<file path="config.mk">
export PLATFORM = sky130hd
export DESIGN_NAME = pgw_divsqrt
export DESIGN_NICKNAME = d
export VERILOG_FILES = /design/src/rtl/core/pgw_pkg.sv /design/src/rtl/core/pgw_divsqrt.sv
export SDC_FILE = /design/constraint.sdc
export NUM_CORES = 1
export LEC_CHECK = 0
export BUFFER_PORTS_ARGS = -buffer_cell sky130_fd_sc_hd__buf_4
export CORE_MARGIN = 2
export CORE_UTILIZATION = 30
export DETAILED_ROUTE_END_ITERATION = 12
export PLACE_DENSITY_LB_ADDON = 0.15
export SLEW_MARGIN = 20
export SYNTH_ARGS = -nofsm -noshare
export SYNTH_HDL_FRONTEND = slang
export SYNTH_SLANG_ARGS = --single-unit
</file>
<file path="constraint.sdc">
create_clock -name i_clk -period 12.9 [get_ports i_clk]
set_input_delay 1.29 -clock i_clk [delete_from_list [all_inputs] [get_ports i_clk]]
set_output_delay 1.29 -clock i_clk [all_outputs]
set_load 0.03 [all_outputs]
</file>
<file path="src/rtl/core/pgw_pkg.sv">
// Shared types, codes and saturation helpers of the particle gravity-well update block.
package pgw_pkg;

    // Width of the signed force accumulators and saturation workspace.
    localparam int ACC_W = 48;

    localparam logic signed [ACC_W-1:0] S32_MAX_W = 48'sd2147483647;
    localparam logic signed [ACC_W-1:0] S32_MIN_W = -48'sd2147483648;

    // Configuration register indexes.
    localparam logic [1:0] CFG_BOUND_RANGE   = 2'd0;
    localparam logic [1:0] CFG_SPEED_FLOOR   = 2'd1;
    localparam logic [1:0] CFG_SPEED_CEILING = 2'd2;
    localparam logic [1:0] CFG_ACTIVE_WELLS  = 2'd3;

    // Sequencer states.
    typedef enum logic [4:0] {
        S_IDLE, S_W_CHECK, S_W_DIFF, S_W_SQ, S_W_ACC, S_SQRT_GO, S_D_FIX,
        S_Q_GO, S_Q_FIX, S_PULL_GO, S_PULL_FIX, S_UNIT_GO, S_C_MUL, S_C_ADD,
        S_BOUNCE, S_V_SQ, S_V_ACC, S_SPD_GO, S_SPD_FIX, S_SCL_MUL, S_SCL_GO,
        S_SCL_FIX, S_INT_VM, S_INT_VA, S_INT_PM, S_INT_PA, S_FIN, S_WAIT
    } t_state;

    // Operation of the shared divide / square-root unit.
    typedef enum logic {
        DS_DIV,
        DS_SQRT
    } t_ds_op;

    typedef struct packed {
        logic   start;
        t_ds_op op;
    } t_ds_ctl;

    // One entry of the well table.
    typedef struct packed {
        logic signed [31:0] x;
        logic signed [31:0] y;
        logic signed [31:0] z;
        logic signed [31:0] size;
    } t_well;

    // Saturate a wide signed value to 32 bits.
    function automatic logic signed [31:0] sat48(input logic signed [ACC_W-1:0] v);
        logic signed [31:0] r;
        if (v > S32_MAX_W) begin
            r = 32'sh7FFFFFFF;
        end else if (v < S32_MIN_W) begin
            r = 32'sh80000000;
        end else begin
            r = v[31:0];
        end
        return r;
    endfunction

    // Magnitude of a signed 32-bit value; the most negative value gives 2^31.
    function automatic logic [31:0] mag32(input logic signed [31:0] v);
        logic [31:0] r;
        r = v[31] ? (~v + 32'd1) : v;
        return r;
    endfunction

    // Apply a sign to an unsigned magnitude and saturate to 32 bits.
    function automatic logic signed [31:0] sat_sign(input logic neg, input logic [63:0] m);
        logic signed [31:0] r;
        if (neg) begin
            r = (m > 64'd2147483648) ? 32'sh80000000 : (~m[31:0] + 32'd1);
        end else begin
            r = (m > 64'd2147483647) ? 32'sh7FFFFFFF : m[31:0];
        end
        return r;
    endfunction

endpackage

</file>
<file path="src/rtl/core/pgw_divsqrt.sv">
// Shared iterative unit: restoring 64/32 division or 64-bit integer square root.
module pgw_divsqrt (
    input  logic             i_clk,
    input  logic             i_rst_n,
    input  pgw_pkg::t_ds_ctl i_ctl,
    input  logic [63:0]      i_num,
    input  logic [31:0]      i_den,
    output logic             o_done,
    output logic [63:0]      o_res
);
    import pgw_pkg::*;

    localparam logic [5:0] DIV_LAST  = 6'd63;
    localparam logic [5:0] SQRT_LAST = 6'd31;

    logic        r_busy;
    logic        r_done;
    logic [5:0]  r_cnt;
    t_ds_op      r_op;
    logic [31:0] r_den;
    logic [31:0] r_rem;
    logic [63:0] r_quo;
    logic [63:0] r_x;
    logic [63:0] r_root;
    logic [63:0] r_bit;

    logic [32:0] div_trial;
    logic        div_fit;
    logic [63:0] sq_trial;
    logic        sq_fit;

    // One quotient bit or one root bit per cycle.
    always_comb begin
        div_trial = {r_rem, r_quo[63]};
        div_fit   = (div_trial >= {1'b0, r_den});
        sq_trial  = r_root + r_bit;
        sq_fit    = (r_x >= sq_trial);
    end

    // Sequencing of the iterations.
    always_ff @(posedge i_clk) begin
        if (!i_rst_n) begin
            r_busy <= 1'b0;
            r_done <= 1'b0;
            r_cnt  <= '0;
        end else begin
            r_done <= 1'b0;
            if (i_ctl.start) begin
                r_busy <= 1'b1;
                r_cnt  <= (i_ctl.op == DS_SQRT) ? SQRT_LAST : DIV_LAST;
            end else if (r_busy) begin
                r_cnt <= r_cnt - 6'd1;
                if (r_cnt == 6'd0) begin
                    r_busy <= 1'b0;
                    r_done <= 1'b1;
                end
            end
        end
    end

    // Datapath of the shared unit.
    always_ff @(posedge i_clk) begin
        if (i_ctl.start) begin
            r_op   <= i_ctl.op;
            r_den  <= i_den;
            r_rem  <= '0;
            r_quo  <= i_num;
            r_x    <= i_num;
            r_root <= '0;
            r_bit  <= 64'd1 << 62;
        end else if (r_busy) begin
            if (r_op == DS_DIV) begin
                r_rem <= div_fit ? 32'(div_trial - {1'b0, r_den}) : div_trial[31:0];
                r_quo <= {r_quo[62:0], div_fit};
            end else begin
                if (sq_fit) begin
                    r_x    <= r_x - sq_trial;
                    r_root <= (r_root >> 1) + r_bit;
                end else begin
                    r_root <= r_root >> 1;
                end
                r_bit <= r_bit >> 2;
            end
        end
    end

    assign o_done = r_done;
    assign o_res  = (r_op == DS_SQRT) ? r_root : r_quo;

endmodule

</file>
==> out/summary.txt <==
Yosys cell types: 82
share of power burned in registers: 0.329
die area: 77100 um2
CP startpoint: r_root[10]
RSZ-0062 raised after global routing: false
crit end category: flip-flop
r2r worst-path depth: 20
Setup Fix Bufs, Post-CTS: 0
max-slew violations: 0
Worst R2R End: r_x[3]
core area: 74300 um2
reg2reg start: r_root[10]
Ant. Diodes: 0
largest net degree at the start of global routing: 177
Simple-Gate Fraction of Synth Area: 0.170
critical path depth in cells: 20
slowest stage delay, CP: 0.72 ns
Area after DPL: 24400 um2
pre-CTS WS: 5.79 ns
Initial Utilization: 0.302
Finished Layout Cells: 3828
CTS tree: done
Fill cells: 7798
Final setup viols: 0
vias in the first global route: 19924
Switching Share: 0.365
cts repair resizes: 0
wire per inst: 20.0 um
Post-Place Cells: 3758
Fmax: 142 MHz
Max clock buf depth: 3
Post-CTS Hold Fix Bufs: 0
commonest non-fill, non-tap cell in the layout: nand2_1
worst-margin pin slew: 1.01 ns
initial antenna violation count: 5
Max VDD drop: 0.0973 mV
status: complete, no violations
CTS root buf: clkbuf_16
area of the mapped netlist: 22500 um2
Gate power share: 0.347
average cell area after synthesis: 8.09 um2
Die Y: 278 um
first-pass GRT wire length: 117000 um
Tmin final: 7.04 ns
CP max stage cell: buf_4
critical path arrival: 7.23 ns
worst skew pair latency: 0.57 ns
yosys warns: 0
clock skew: 0.0153 ns
critical path type: reg -> reg
flop-to-flop setup slack: 5.86 ns
initial DRC count: 1517
TritonCTS buffer count: 40
fin area: 25800 um2
clock sinks: 297
busiest grt layer: met2
final-report hold violation count: 0
leak pwr: 9.96 nW
crit share post-route: 0.546
Clock power frac: 0.325
total number of vias: 20826
worst min path class: reg -> reg
Internal: 0.00233 W
switching power total: 0.00134 W
largest family of logic cells by synthesized area: compound AO/OA/AOI/OAI gates
# H-tree levels: 2
CP bufs+invs: 2
met1 usage: 0.273
commonest cells after routing, fill and taps aside: nand2_1, o21ai_0, a21oi_1
final net count: 3097
slew margin rel.: 0.316
XOR/XNOR Fraction of Synth Area: 0.0721
power density over cell area: 142 nW/um2
post-synthesis mux area share: 0.00763
1st-pass router iterations: 7
Worst-path clk slew: 0.06 ns
register area share after synthesis: 0.336
Post-Route WL: 76500 um
# IOs: 165
total congestion overflow: 0
Setup WS post-layout: 5.86 ns
Remaining DRCs: 0
drt via density: 5.44
Port-buffer cells: 164
post-synthesis adder-cell area fraction: 0.0931
asr flop ratio synth: 0
Placer Congestion: 0.884
share of cells above drive strength 1: 0.102
Layout Area Growth over Synthesis: 14.7%
Setup TNS Final: 0 ns
worst setup path endpoint: r_x[3]
Synth Area in Compound Gates: 0.267
power consumption: 0.00366 W
met3 Usage GRT: 0.0303
Global Route Usage Sum: 0.192
Area contributors post-synth: edfxtp_1, dfxtp_1, ha_1
Routed Antenna Nets: 0
Die W: 278 um
crit-path cells: ha_1 -> a31oi_1 -> a211oi_1 -> a22oi_1 -> a211oi_1 -> nor2_1 -> o41ai_1 -> a31oi_1 -> o21bai_2 -> a41oi_1 -> xor2_1 -> ha_1 -> nand4_1 -> nor2_1 -> nand4_1 -> a2111oi_2 -> or2_1 -> buf_4 -> a21o_2 -> buf_4
Critical Path Start Type: flip-flop
max cap viols: 0
most used flip-flop cell after synthesis: edfxtp_1
detailed placement HPWL: 57600 um
met2 Resource Use GR: 0.298
Seq cells post-synth: 297
Post-synth EDFFs: 161
Post-Synthesis Cells: 2778
critical path peak fanout: 64
Hold Path Depth: 2
Worst EP required: 13.09 ns
delay-heaviest family, CP: compound AO/OA/AOI/OAI gates
Synth area leader: edfxtp_1
top cell type's share of synthesized area: 0.215
FP Rows: 100
Mapped Nets: 3044
[power groups by stage]
stage | Clock, W | Sequential, W | Combinational (W)
2_1_floorplan | 0 | 0.00118 | 0.000930
3_3_place_gp | 0 | 0.00122 | 0.00127
3_5_place_dp | 0 | 0.00122 | 0.00126
4_1_cts | 0.00123 | 0.00120 | 0.00127
5_1_grt | 0.00126 | 0.00122 | 0.00141
6_report | 0.00119 | 0.00120 | 0.00127
[metrics by stage]
| stage | utilization | hold slack (ns) |
|---|---|---|
| after floorplan | - | 0.443 |
| after global placement | 0.328 | 0.468 |
| after detailed placement | 0.328 | 0.474 |
| after CTS | 0.347 | 0.482 |
| after global routing | 0.347 | 0.495 |
| final | 0.347 | 0.480 |
[flip-flops by register name, indices dropped and copies added (netlist names)]
signal  cells
r_x        64
r_busy      1
r_quo      64
r_bit      32
r_den      32
r_root     64
r_rem      32
r_op        1
o_done      1
r_cnt       6
[how the worst min path moves through the flow]
| stage | start | to |
|---|---|---|
| after floorplan | r_rem[7] | r_rem[7] |
| after global placement | r_bit[0] | r_bit[0] |
| after detailed placement | r_rem[7] | r_rem[7] |
| after CTS | r_rem[7] | r_rem[7] |
| after global routing | r_rem[7] | r_rem[7] |
| final | r_rem[7] | r_rem[7] |
[synthesized netlist by cell type, types with 19 or more instances]
cell type / number
a211oi_1: 59
a21o_1: 64
a21oi_1: 204
a31oi_1: 61
buf_2: 26
clkbuf_1: 131
dfxtp_1: 136
edfxtp_1: 161
ha_1: 164
inv_1: 141
nand2_1: 390
nand3_1: 42
nand4_1: 46
nor2_1: 182
nor2b_1: 21
nor3_1: 52
o211ai_1: 19
o21a_1: 38
o21ai_0: 327
o21bai_1: 26
xnor2_1: 85
xor2_1: 100
[worst min-delay path: stages (launching register included)]
cell	delay, ns
dfxtp_1	0.33
nand2_1	0.06
o21ai_1	0.05
[routing by layer]
| layer | up-vias | share of wire | wire, um |
|---|---|---|---|
| li1 | 10204 | - | - |
| met1 | 9938 | 0.47 | 36000 |
| met2 | 553 | 0.44 | 33800 |
| met3 | 123 | 0.056 | 4320 |
| met4 | 8 | 0.031 | 2350 |
| met5 | - | 0.00057 | 44 |
[logic make-up after synthesis]
group,Yosys count
compound gates,957
xor+xnor,185
simple gates,850
buf+inv,307
mux,16
fa+ha+maj,166
flops,297
[layout make-up]
class	instances	area (um2)	area share
tap	969	1210	0.0471
multi-input combinational	2174	13700	0.533
clock buffer	53	1130	0.0440
clock inverter	17	238	0.00923
timing repair buffer	177	1350	0.0524
sequential	297	7560	0.293
inverter	141	529	0.0205
Power figures use the tool's default switching activity.
